==> src/design/kpd_pkg.sv <==
package kpd_pkg;

  // fixed field widths
  localparam int SampleW = 8;
  localparam int CodeW   = 4;
  localparam int CountW  = 8;

  // configuration register indexes
  localparam int CfgIndexW = 2;
  localparam logic [CfgIndexW-1:0] RegLongLimit  = 2'd0;
  localparam logic [CfgIndexW-1:0] RegIdleCode   = 2'd1;
  localparam logic [CfgIndexW-1:0] RegLongEnable = 2'd2;
  localparam int CfgDataW = 8;

  // register reset values
  localparam logic [CountW-1:0] LongLimitReset  = 8'd50;
  localparam logic [CodeW-1:0]  IdleCodeReset   = 4'd5;
  localparam logic              LongEnableReset = 1'b1;

  // code queue between front and back
  localparam int QueueDepth = 2;
  localparam int QueuePtrW  = 1;
  localparam int QueueCntW  = 2;

  // event kinds
  localparam logic EventShort = 1'b0;
  localparam logic EventLong  = 1'b1;

  typedef struct packed {
    logic [CountW-1:0] long_press_limit;
    logic [CodeW-1:0]  idle_code;
    logic              long_press_enable;
  } cfg_t;

  typedef struct packed {
    logic full;
    logic valid;
  } queue_status_t;

endpackage

==> src/design/kpd_front.sv <==
module kpd_front #(
  parameter int KEYS = 4
) (
  input  logic                        in_valid,
  input  logic [kpd_pkg::SampleW-1:0] adc_sample,
  input  logic                        queue_full,
  output logic                        in_stall,
  output logic                        push,
  output logic [kpd_pkg::CodeW-1:0]   code
);

  localparam int Levels = KEYS + 1;
  localparam int Step   = 255 / Levels;
  localparam int Half   = Step / 2;

  logic [8:0] sample_ext;

  assign sample_ext = {1'b0, adc_sample};

  // first matching level window, else the out-of-range code
  always_comb begin
    code = kpd_pkg::CodeW'(KEYS + 2);
    for (int k = Levels; k >= 1; k--) begin
      if (sample_ext > 9'(Step * k - Half) && sample_ext < 9'(Step * k + Half)) begin
        code = kpd_pkg::CodeW'(k);
      end
    end
  end

  // hand classified codes to the queue
  assign in_stall = queue_full;
  assign push     = in_valid && !queue_full;

endmodule

==> src/design/kpd_queue.sv <==
module kpd_queue (
  input  logic                      clk,
  input  logic                      rst,
  input  logic                      push,
  input  logic [kpd_pkg::CodeW-1:0] push_code,
  input  logic                      pop,
  output kpd_pkg::queue_status_t    status,
  output logic [kpd_pkg::CodeW-1:0] head_code
);

  logic [kpd_pkg::CodeW-1:0]     entries [kpd_pkg::QueueDepth];
  logic [kpd_pkg::QueuePtrW-1:0] wr_ptr;
  logic [kpd_pkg::QueuePtrW-1:0] rd_ptr;
  logic [kpd_pkg::QueueCntW-1:0] count;

  assign status.full  = (count == kpd_pkg::QueueCntW'(kpd_pkg::QueueDepth));
  assign status.valid = (count != '0);
  assign head_code    = entries[rd_ptr];

  // pointer and fill count
  always_ff @(posedge clk) begin
    if (rst) begin
      wr_ptr <= '0;
      rd_ptr <= '0;
      count  <= '0;
    end else begin
      if (push) begin
        wr_ptr <= wr_ptr + 1'b1;
      end
      if (pop) begin
        rd_ptr <= rd_ptr + 1'b1;
      end
      if (push && !pop) begin
        count <= count + 1'b1;
      end else if (pop && !push) begin
        count <= count - 1'b1;
      end
    end
  end

  // entry storage
  always_ff @(posedge clk) begin
    if (push) begin
      entries[wr_ptr] <= push_code;
    end
  end

endmodule

==> src/design/kpd_back.sv <==
module kpd_back (
  input  logic                      clk,
  input  logic                      rst,
  input  kpd_pkg::cfg_t             cfg,
  input  logic                      head_valid,
  input  logic [kpd_pkg::CodeW-1:0] head_code,
  output logic                      pop,
  output logic                      out_valid,
  input  logic                      out_stall,
  output logic                      long_event,
  output logic [kpd_pkg::CodeW-1:0] key_code
);

  logic [kpd_pkg::CodeW-1:0]  current_key;
  logic [kpd_pkg::CodeW-1:0]  current_key_next;
  logic                       long_flag;
  logic                       long_flag_next;
  logic [kpd_pkg::CountW-1:0] hold_count;
  logic [kpd_pkg::CountW-1:0] hold_count_next;
  logic                       emit;
  logic                       emit_kind;

  // take the next code once the output register is free or draining
  assign pop = head_valid && (!out_valid || !out_stall);

  // key tracking and event decision
  always_comb begin
    current_key_next = current_key;
    long_flag_next   = long_flag;
    hold_count_next  = hold_count + 1'b1;
    emit             = 1'b0;
    emit_kind        = kpd_pkg::EventShort;
    if (head_code == current_key) begin
      if (hold_count > cfg.long_press_limit && current_key != cfg.idle_code) begin
        emit            = cfg.long_press_enable;
        emit_kind       = kpd_pkg::EventLong;
        long_flag_next  = 1'b1;
        hold_count_next = '0;
      end
    end else begin
      emit             = (current_key != cfg.idle_code) && !long_flag;
      hold_count_next  = '0;
      current_key_next = head_code;
      long_flag_next   = 1'b0;
    end
  end

  // key state
  always_ff @(posedge clk) begin
    if (rst) begin
      current_key <= kpd_pkg::IdleCodeReset;
      long_flag   <= 1'b0;
      hold_count  <= '0;
    end else if (pop) begin
      current_key <= current_key_next;
      long_flag   <= long_flag_next;
      hold_count  <= hold_count_next;
    end
  end

  // result register
  always_ff @(posedge clk) begin
    if (rst) begin
      out_valid <= 1'b0;
    end else if (pop) begin
      out_valid <= emit;
    end else if (!out_stall) begin
      out_valid <= 1'b0;
    end
  end

  always_ff @(posedge clk) begin
    if (pop && emit) begin
      long_event <= emit_kind;
      key_code   <= current_key;
    end
  end

endmodule

==> src/design/adc_ladder_key_press_detector.sv <==
// a sample's code is registered in the code queue, then its result in the output register
// throughput: one sample per cycle while in_stall is low
// a two-entry code queue decouples sample classification from event output
// reset (synchronous, active high) loads register defaults, idle current key,
// cleared long flag and hold counter, and an empty queue and output
module adc_ladder_key_press_detector #(
  parameter int KEYS = 4
) (
  input  logic                          clk,
  input  logic                          rst,
  input  logic                          cfg_write,
  input  logic [kpd_pkg::CfgIndexW-1:0] cfg_index,
  input  logic [kpd_pkg::CfgDataW-1:0]  cfg_data,
  input  logic                          in_valid,
  output logic                          in_stall,
  input  logic [kpd_pkg::SampleW-1:0]   adc_sample,
  output logic                          out_valid,
  input  logic                          out_stall,
  output logic                          long_event,
  output logic [kpd_pkg::CodeW-1:0]     key_code
);

  kpd_pkg::cfg_t          cfg;
  kpd_pkg::queue_status_t q_status;
  logic                   push;
  logic                   pop;
  logic [kpd_pkg::CodeW-1:0] front_code;
  logic [kpd_pkg::CodeW-1:0] head_code;

  // configuration registers
  always_ff @(posedge clk) begin
    if (rst) begin
      cfg.long_press_limit  <= kpd_pkg::LongLimitReset;
      cfg.idle_code         <= kpd_pkg::IdleCodeReset;
      cfg.long_press_enable <= kpd_pkg::LongEnableReset;
    end else if (cfg_write) begin
      case (cfg_index)
        kpd_pkg::RegLongLimit:  cfg.long_press_limit  <= cfg_data;
        kpd_pkg::RegIdleCode:   cfg.idle_code         <= cfg_data[kpd_pkg::CodeW-1:0];
        kpd_pkg::RegLongEnable: cfg.long_press_enable <= cfg_data[0];
        default: begin
        end
      endcase
    end
  end

  kpd_front #(
    .KEYS(KEYS)
  ) u_front (
    .in_valid  (in_valid),
    .adc_sample(adc_sample),
    .queue_full(q_status.full),
    .in_stall  (in_stall),
    .push      (push),
    .code      (front_code)
  );

  kpd_queue u_queue (
    .clk      (clk),
    .rst      (rst),
    .push     (push),
    .push_code(front_code),
    .pop      (pop),
    .status   (q_status),
    .head_code(head_code)
  );

  kpd_back u_back (
    .clk       (clk),
    .rst       (rst),
    .cfg       (cfg),
    .head_valid(q_status.valid),
    .head_code (head_code),
    .pop       (pop),
    .out_valid (out_valid),
    .out_stall (out_stall),
    .long_event(long_event),
    .key_code  (key_code)
  );

endmodule
==> config.mk <==
export PLATFORM = sky130hd
export DESIGN_NAME = adc_ladder_key_press_detector
export DESIGN_NICKNAME = d
export VERILOG_FILES = /design/src/design/kpd_pkg.sv /design/src/design/kpd_front.sv /design/src/design/kpd_queue.sv /design/src/design/kpd_back.sv /design/src/design/adc_ladder_key_press_detector.sv
export SDC_FILE = /design/constraint.sdc
export NUM_CORES = 1
export LEC_CHECK = 0
export BUFFER_PORTS_ARGS = -buffer_cell sky130_fd_sc_hd__buf_2
export CORE_ASPECT_RATIO = 1.1
export CORE_MARGIN = 3
export CORE_UTILIZATION = 25
export CTS_CLUSTER_DIAMETER = 30
export CTS_CLUSTER_SIZE = 12
export DETAILED_ROUTE_END_ITERATION = 6
export SETUP_SLACK_MARGIN = 0.4
export SYNTH_ARGS = -nofsm -noshare
export SYNTH_HDL_FRONTEND = slang
export SYNTH_SLANG_ARGS = --single-unit
==> constraint.sdc <==
create_clock -name clk -period 3 [get_ports clk]
set_input_delay 0.45 -clock clk [delete_from_list [all_inputs] [get_ports clk]]
set_output_delay 0.45 -clock clk [all_outputs]
set_load 0.05 [all_outputs]
==> impl_metrics.env, run 1 <==
export IMPL_yosysSeqAreaShare_pct=45.40
export IMPL_drive_gt1_share_pct=18.07
export IMPL_rsz0062_at_grt="no"
export IMPL_met1_length_um=1867
export IMPL_peakVddDrop_uv=348.4
export IMPL_cp_data_required_time_ps=2970
export IMPL_clock_latency_ps=290
export IMPL_post_cts_resized=0
export IMPL_layout_worst_path_cycle_share_pct=72.01
export IMPL_grt_max_degree=32
export IMPL_final_util_pct=30.89
export IMPL_clk_pin_slew_worst_paths_ps=80
export IMPL_pre_cts_ws_ps=865.0
export IMPL_diodes=0
export IMPL_overflow=0
export IMPL_final_max_slew_violation_count=0
export IMPL_ant_nets=0
export IMPL_relSlewSlack_pct=60.00
export IMPL_syn_area_per_cell_um2=9.261
export IMPL_grt_antenna_before_repair=0
export IMPL_placedCellCount=346
export IMPL_start_kind="register"
export IMPL_yosys_register_bits=41
export IMPL_critPathMaxStageDelay_ps=360
export IMPL_synth_area_um2=2028
export IMPL_via_count=1571
export IMPL_yosysUniqueCellTypes=40
export IMPL_io_pins=30
export IMPL_synth_edff_count=10
export IMPL_postCtsSetupBuffers=0
export IMPL_power_density_nw_per_um2=784.6
export IMPL_maxCapViolCount=0
export IMPL_critPathKind="register to register"
export IMPL_yosys_warnings=0
export IMPL_area_growth_syn_to_layout_pct=16.97
export IMPL_path_cells="ha_1 > nor2b_1 > o211ai_1 > a211oi_1 > o31ai_2 > o22a_1 > nor2_1"
export IMPL_holdWs_ps=363.3
export IMPL_worstPathArrival_ps=2130
export IMPL_dr_max_layer_used="met4"
export IMPL_die_area_um2=9231
export IMPL_port_buffers=28
export IMPL_start_util_pct=26.41
export IMPL_path_buf_inv=0
export IMPL_numClockSinks=41
export IMPL_cp_slowest_cell="dfxtp_1"
export IMPL_postRouteWirelength_um=3952
export IMPL_drt_initial_drc_count=76
export IMPL_worstMarginPinSlew_ps=599.9
export IMPL_die_w_um=91.88
export IMPL_status="finished clean"
export IMPL_max_freq_mhz=462.9
export IMPL_drt_pass1_iterations=4
export IMPL_routabilityCongestion=0.7442
export IMPL_min_path_type="input pin to register"
export IMPL_worst_setup_path_end_kind="register"
export IMPL_grt_first_pass_wirelength_um=6679
export IMPL_grt_pass1_vias=1432
export IMPL_dp_final_hpwl_um=3048
export IMPL_synthFlopType="dfxtp_1"
export IMPL_wl_per_cell_um=11.16
export IMPL_layout_nets=281
export IMPL_wl_met3_um=178
export IMPL_clock_path_buffers=2
export IMPL_grtUsageTotal_pct=8.967
export IMPL_syn_inst=219
export IMPL_drcViolationCount=0
export IMPL_p_leak_nw=0.9501
export IMPL_dr_wl_met2_um=1886
export IMPL_placementRows=33
export IMPL_cts_tree="done"
export IMPL_cts_root_buffer_cell="clkbuf_8"
export IMPL_cp_max_fo=7
export IMPL_post_route_min_period_ps=2160
export IMPL_layout_cells_non_filler=354
export IMPL_setup_ws_ps=839.7
export IMPL_synthArstFlopShare_pct=0
export IMPL_die_h_um=100.5
export IMPL_worst_clock_skew_ps=5.470
export IMPL_htreeDepth=2
export IMPL_critPathTopFamily="compound AO/OA/AOI/OAI gates"
export IMPL_hold_viol_final=0
export IMPL_vias_per_cell=4.438
export IMPL_coreArea_um2=7680
export IMPL_syn_nets=252
export IMPL_cts_buffers=5
export IMPL_setup_tns_final_ps=0
export IMPL_postCtsHoldBufs=0
export IMPL_setup_viol=0
-- per-stage QoR --
step | instance area (um^2) | total power [mW]
floorplan | 2028 | 1.347
global placement | 2278 | 1.500
detailed placement | 2278 | 1.513
CTS | 2372 | 1.887
global route | 2372 | 2.001
finish | 2372 | 1.861
-- where the power goes --
group / switching [mW] / leakage, nW / internal (mW)
Combinational: 0.471 / 0.559 / 0.261
Clock: 0.200 / 0.0452 / 0.169
Sequential: 0.0721 / 0.346 / 0.688
Total: 0.743 / 0.950 / 1.12
-- final cells by class --
class,instances,area (um^2)
Fill cell,824,5308
Multi-Input combinational cell,156,1018
Sequential cell,41,920.9
Timing Repair Buffer,30,155.1
Tap cell,105,131.4
Clock buffer,5,68.82
Inverter,14,52.55
Clock inverter,3,25.02
-- kinds of logic (layout without fill, tap and decap cells) --
| logic type | after synthesis | after routing | synth area share [%] |
|---|---|---|---|
| xor+xnor | 16 | 16 | 6.910 |
| other cells | 1 | 1 | 0.1849 |
| mux | 7 | 7 | 3.455 |
| compound gates | 41 | 41 | 14.00 |
| simple gates | 81 | 81 | 19.49 |
| flops | 41 | 41 | 45.40 |
| buf+inv | 22 | 52 | 4.380 |
| fa+ha+maj | 10 | 10 | 6.169 |
-- worst register-to-register path, stage by stage, from the launching register on --
cell	delay [ps]
dfxtp_1	360
ha_1	310
nor2b_1	120
o211ai_1	80
a211oi_1	320
o31ai_2	180
o22a_1	230
nor2_1	240
-- cell usage after synthesis, types with 2 or more instances --
library cell	number	area share, %
xor2_1	9	3.9
nand2b_1	2	0.62
nor3_1	9	2.2
and3_1	3	0.93
nand3b_1	2	0.74
buf_2	2	0.49
nor2b_1	3	0.93
inv_1	14	2.6
ha_1	10	6.2
a31oi_1	3	0.93
a21oi_1	11	2.7
nor2_1	32	5.9
clkbuf_1	5	0.93
o21ai_0	6	1.5
nand3_1	5	1.2
edfxtp_1	10	15
mux2i_1	7	3.5
or2_2	2	0.62
o21a_1	3	1.1
a211oi_1	3	1.1
xnor2_1	7	3.0
nand2_1	11	2.0
dfxtp_1	31	31
a211o_1	7	3.0
nand4_1	7	2.2
-- state kept, by name (all words and copies together), names as in the netlist, named ones only --
| name | count |
|---|---|
| cfg | 13 |
| u_back.hold_count | 8 |
| u_queue.entries | 6 |
| u_back.current_key | 3 |
| u_back.key_code | 3 |
| u_queue.count | 2 |
| u_back.long_event | 1 |
| u_back.long_flag | 1 |
| u_back.out_valid | 1 |
| u_queue.rd_ptr | 1 |
| u_queue.wr_ptr | 1 |
-- worst paths after layout --
kind                                           from                         endpoint  slack (ps)  cells past startpoint
setup / recovery  u_back.hold_count[1]$_SDFFE_PP0P_  u_back.long_event$_SDFFCE_PN0P_         840                      7
hold / removal                          cfg_data[5]             cfg[10]$_SDFFE_PP1P_         360                      2
setup reg to reg  u_back.hold_count[1]$_SDFFE_PP0P_  u_back.long_event$_SDFFCE_PN0P_         840                      7
hold reg to reg                 cfg[1]$_SDFFE_PP1P_              cfg[1]$_SDFFE_PP1P_         500                      1
-- placed cells by master, fill, tap and decap left out, drive strengths merged, types with 5 or more instances in the layout --
master and instances:
nor2 33, dfxtp 31, buf 30, inv 16, a21oi 12, nand2 11, ha 10, edfxtp 10
nor3 10, xor2 9, nand4 7, mux2i 7, xnor2 7, a211o 7, o21ai 6, nand3 5
clkbuf 5
-- layer usage --
layer,track usage (%),vias to the layer above
li1,-,822
met1,11.73,719
met2,15.00,28
met3,2.240,2
met4,2.057,0
met5,0,-
Note: power is estimated with default switching activity, not from simulation.
==> inputs of run 2 (changes only) <==
--- a/config.mk
+++ b/config.mk
@@ -5,6 +5,7 @@
 export SDC_FILE = /design/constraint.sdc
 export NUM_CORES = 1
 export LEC_CHECK = 0
+export ABC_AREA = 1
 export BUFFER_PORTS_ARGS = -buffer_cell sky130_fd_sc_hd__buf_2
 export CORE_ASPECT_RATIO = 1.1
 export CORE_MARGIN = 3
==> constraint.sdc (replaced) <==
create_clock -name clk -period 2.15 [get_ports clk]
set_input_delay 0.3225 -clock clk [delete_from_list [all_inputs] [get_ports clk]]
set_output_delay 0.3225 -clock clk [all_outputs]
set_load 0.05 [all_outputs]
==> run 2 against run 1 <==
Net effect: design area increased by 8.5%; clock skew increased by 3.8 ps; clock-buffer cell count increased by 1; synthesized area increased by 4.1%; combinational power increased by 41%; largest power group unchanged; global-route usage increased by 0.27 points; power increased by 45%.
==> impl_metrics.env, run 2 <==
export IMPL_port_buffers=28
export IMPL_die_h_um=102.4
export IMPL_syn_nets=296
export IMPL_grt_antenna_before_repair=0
export IMPL_synth_top_area_share_pct=29.40
export IMPL_cp_common_cell="nand2_1"
export IMPL_worstPathArrival_ps=1640
export IMPL_grt_pass1_vias=1633
export IMPL_cp_data_required_time_ps=2170
export IMPL_synth_area_um2=2111
export IMPL_syn_inst=263
export IMPL_numClockSinks=41
export IMPL_synth_most_common_cell="nand2_1"
export IMPL_top_regs="cfg (13), u_back.hold_count (8), u_queue.entries (6)"
export IMPL_post_route_min_period_ps=1626
export IMPL_grt_first_pass_wirelength_um=7086
export IMPL_rsz0062_at_grt="no"
export IMPL_yosysUniqueCellTypes=38
export IMPL_io_pins=30
export IMPL_clock_path_buffers=2
export IMPL_postRouteWirelength_um=4234
export IMPL_dp_final_hpwl_um=3338
export IMPL_coreArea_um2=8040
export IMPL_worst_clock_skew_ps=9.245
export IMPL_setup_tns_final_ps=0
export IMPL_max_freq_mhz=615.1
export IMPL_cts_root_buffer_cell="clkbuf_8"
export IMPL_switchingPower_mw=1.084
export IMPL_area_growth_syn_to_layout_pct=21.93
export IMPL_cp_max_fo=5
export IMPL_layout_worst_path_cycle_share_pct=75.62
export IMPL_maxCapViolCount=0
export IMPL_design_power_total_mw=2.705
export IMPL_final_cell_mix="nand2_1 (50), inv_1 (35), buf_2 (28)"
export IMPL_final_max_slew_violation_count=0
export IMPL_final_common_cell="nand2_1"
export IMPL_yosys_warnings=0
export IMPL_reg2reg_setup_slack_ps=520
export IMPL_swShare_pct=40.06
export IMPL_placedCellCount=398
export IMPL_start_kind="register"
export IMPL_syn_area_per_cell_um2=8.026
export IMPL_layout_cells_non_filler=407
export IMPL_intPower_mw=1.622
export IMPL_cts_tree="done"
export IMPL_die_area_um2=9583
export IMPL_holdWs_ps=246.9
export IMPL_diodes=0
export IMPL_yosysTopAreaCell="dfxtp_1"
export IMPL_final_util_pct=32.01
export IMPL_placementRows=34
export IMPL_drive_gt1_share_pct=23.41
export IMPL_synth_top_cells_by_area="dfxtp_1 (29%), edfxtp_1 (14%), nand2_1 (9.2%)"
export IMPL_worst_setup_path_end_kind="register"
export IMPL_overflow=0
export IMPL_hold_viol_final=0
export IMPL_setup_viol=0
export IMPL_clk_pin_slew_worst_paths_ps=80
export IMPL_power_density_nw_per_um2=1051
export IMPL_wl_per_cell_um=10.40
export IMPL_yosys_register_bits=41
export IMPL_synthFlopType="dfxtp_1"
export IMPL_synth_edff_count=10
export IMPL_die_w_um=93.61
export IMPL_yosysSeqAreaShare_pct=43.63
export IMPL_final_seq_area_um2=927.1
export IMPL_start_util_pct=26.25
export IMPL_layout_nets=331
export IMPL_vias_per_cell=4.339
export IMPL_fillers=858
export IMPL_synthArstFlopShare_pct=0
export IMPL_drt_initial_drc_count=60
export IMPL_multi_input_area_um2=1092
export IMPL_grtUsageTotal_pct=9.238
export IMPL_via_count=1766
export IMPL_synth_common_cells="nand2_1 (52), inv_1 (36), dfxtp_1 (31)"
export IMPL_grt_max_degree=16
export IMPL_power_frac_comb_pct=38.0
export IMPL_clock_latency_ps=300
export IMPL_ant_nets=0
export IMPL_p_clk_share_pct=22.4
export IMPL_drt_pass1_iterations=4
export IMPL_power_frac_seq_pct=39.6
export IMPL_cts_buffers=5
export IMPL_largest_reg_flops=13
export IMPL_critPathMaxStageDelay_ps=440
export IMPL_status="finished clean"
export IMPL_path_cells="ha_4 > nand2_1 > inv_1 > nand2_1 > nor2_1 > nor2_2 > nand3_1 > nand2_1 > nand3_2 > inv_2"
export IMPL_min_path_type="input pin to register"
export IMPL_regMostFlops="cfg"
export IMPL_routabilityCongestion=0.7911
export IMPL_peakVddDrop_uv=429.0
export IMPL_htreeDepth=2
export IMPL_postCtsHoldBufs=0
export IMPL_p_leak_nw=1.099
export IMPL_critPathKind="register to register"
export IMPL_drcViolationCount=0
export IMPL_cp_slowest_cell="dfxtp_1"
[run 2: metrics by stage]
step                area, um^2  setup slack [ps]
detailed placement        2385             373.2
global route              2574             408.5
floorplan                 2111             464.2
CTS                       2491             407.6
finish                    2574             524.2
global placement          2385             435.9
[run 2: timing repair]
action	4_1_cts	5_1_grt
pin swaps	1	6
buffers inserted	0	1
endpoints found under the setup margin	4	5
gates resized for setup	1	16
[run 2: worst max-delay path, delay by kind of cell (launching register included)]
kind                     cells  cell delay [ps]
AND/OR/NAND/NOR              7              520
adder cells (fa/ha/maj)      1              240
buffers and inverters        2              150
flip-flops                   1              440
[run 2: layout make-up]
class	count	share of cell area, %
flip-flops and latches	41	36.02
repair buffers	31	6.320
clock inverters	2	1.313
clock buffers	6	2.820
inverters	40	5.834
multi-input cells	179	42.44
well taps	108	5.250
[run 2: power groups by stage]
| stage | clock, mW | sequential, mW | combinational [mW] |
|---|---|---|---|
| final | 0.606 | 1.07 | 1.03 |
| after global placement | 0 | 1.08 | 0.967 |
| after CTS | 0.625 | 1.07 | 0.998 |
| after global routing | 0.666 | 1.09 | 1.16 |
| after detailed placement | 0 | 1.09 | 0.989 |
| after floorplan | 0 | 1.22 | 0.622 |
[run 2: cell families (layout without fill, tap and decap cells)]
logic type / after synthesis / after routing / synth area share (%)
buffers and inverters: 43 / 79 / 7.883
and+or+nand+nor: 110 / 110 / 23.95
xor gates and xnor gates: 9 / 9 / 4.802
adders and majority gates: 10 / 10 / 5.928
DFF: 41 / 41 / 43.63
AOI/OAI and AO/OA: 49 / 49 / 13.63
other: 1 / 1 / 0.1777
[run 2: worst paths after layout]
check	depth (start not counted)	startpoint	to
setup reg to reg	10	u_back.hold_count[3]$_SDFFE_PP0P_	u_back.key_code[1]$_DFFE_PP_
hold / removal	3	cfg_data[4]	cfg[9]$_SDFFE_PP1P_
setup / recovery	10	u_back.hold_count[3]$_SDFFE_PP0P_	u_back.key_code[1]$_DFFE_PP_
hold reg to reg	1	u_queue.rd_ptr$_SDFFE_PP0P_	register
[run 2: per-layer routing]
layer	up-vias	wire length [um]	share of wire, %	track usage (%)
li1	940	-	-	-
met4	0	59	1.4	3.333
met2	29	1860	44	14.80
met3	5	179	4.2	2.135
met5	-	0	0	0
met1	792	2134	50	12.23
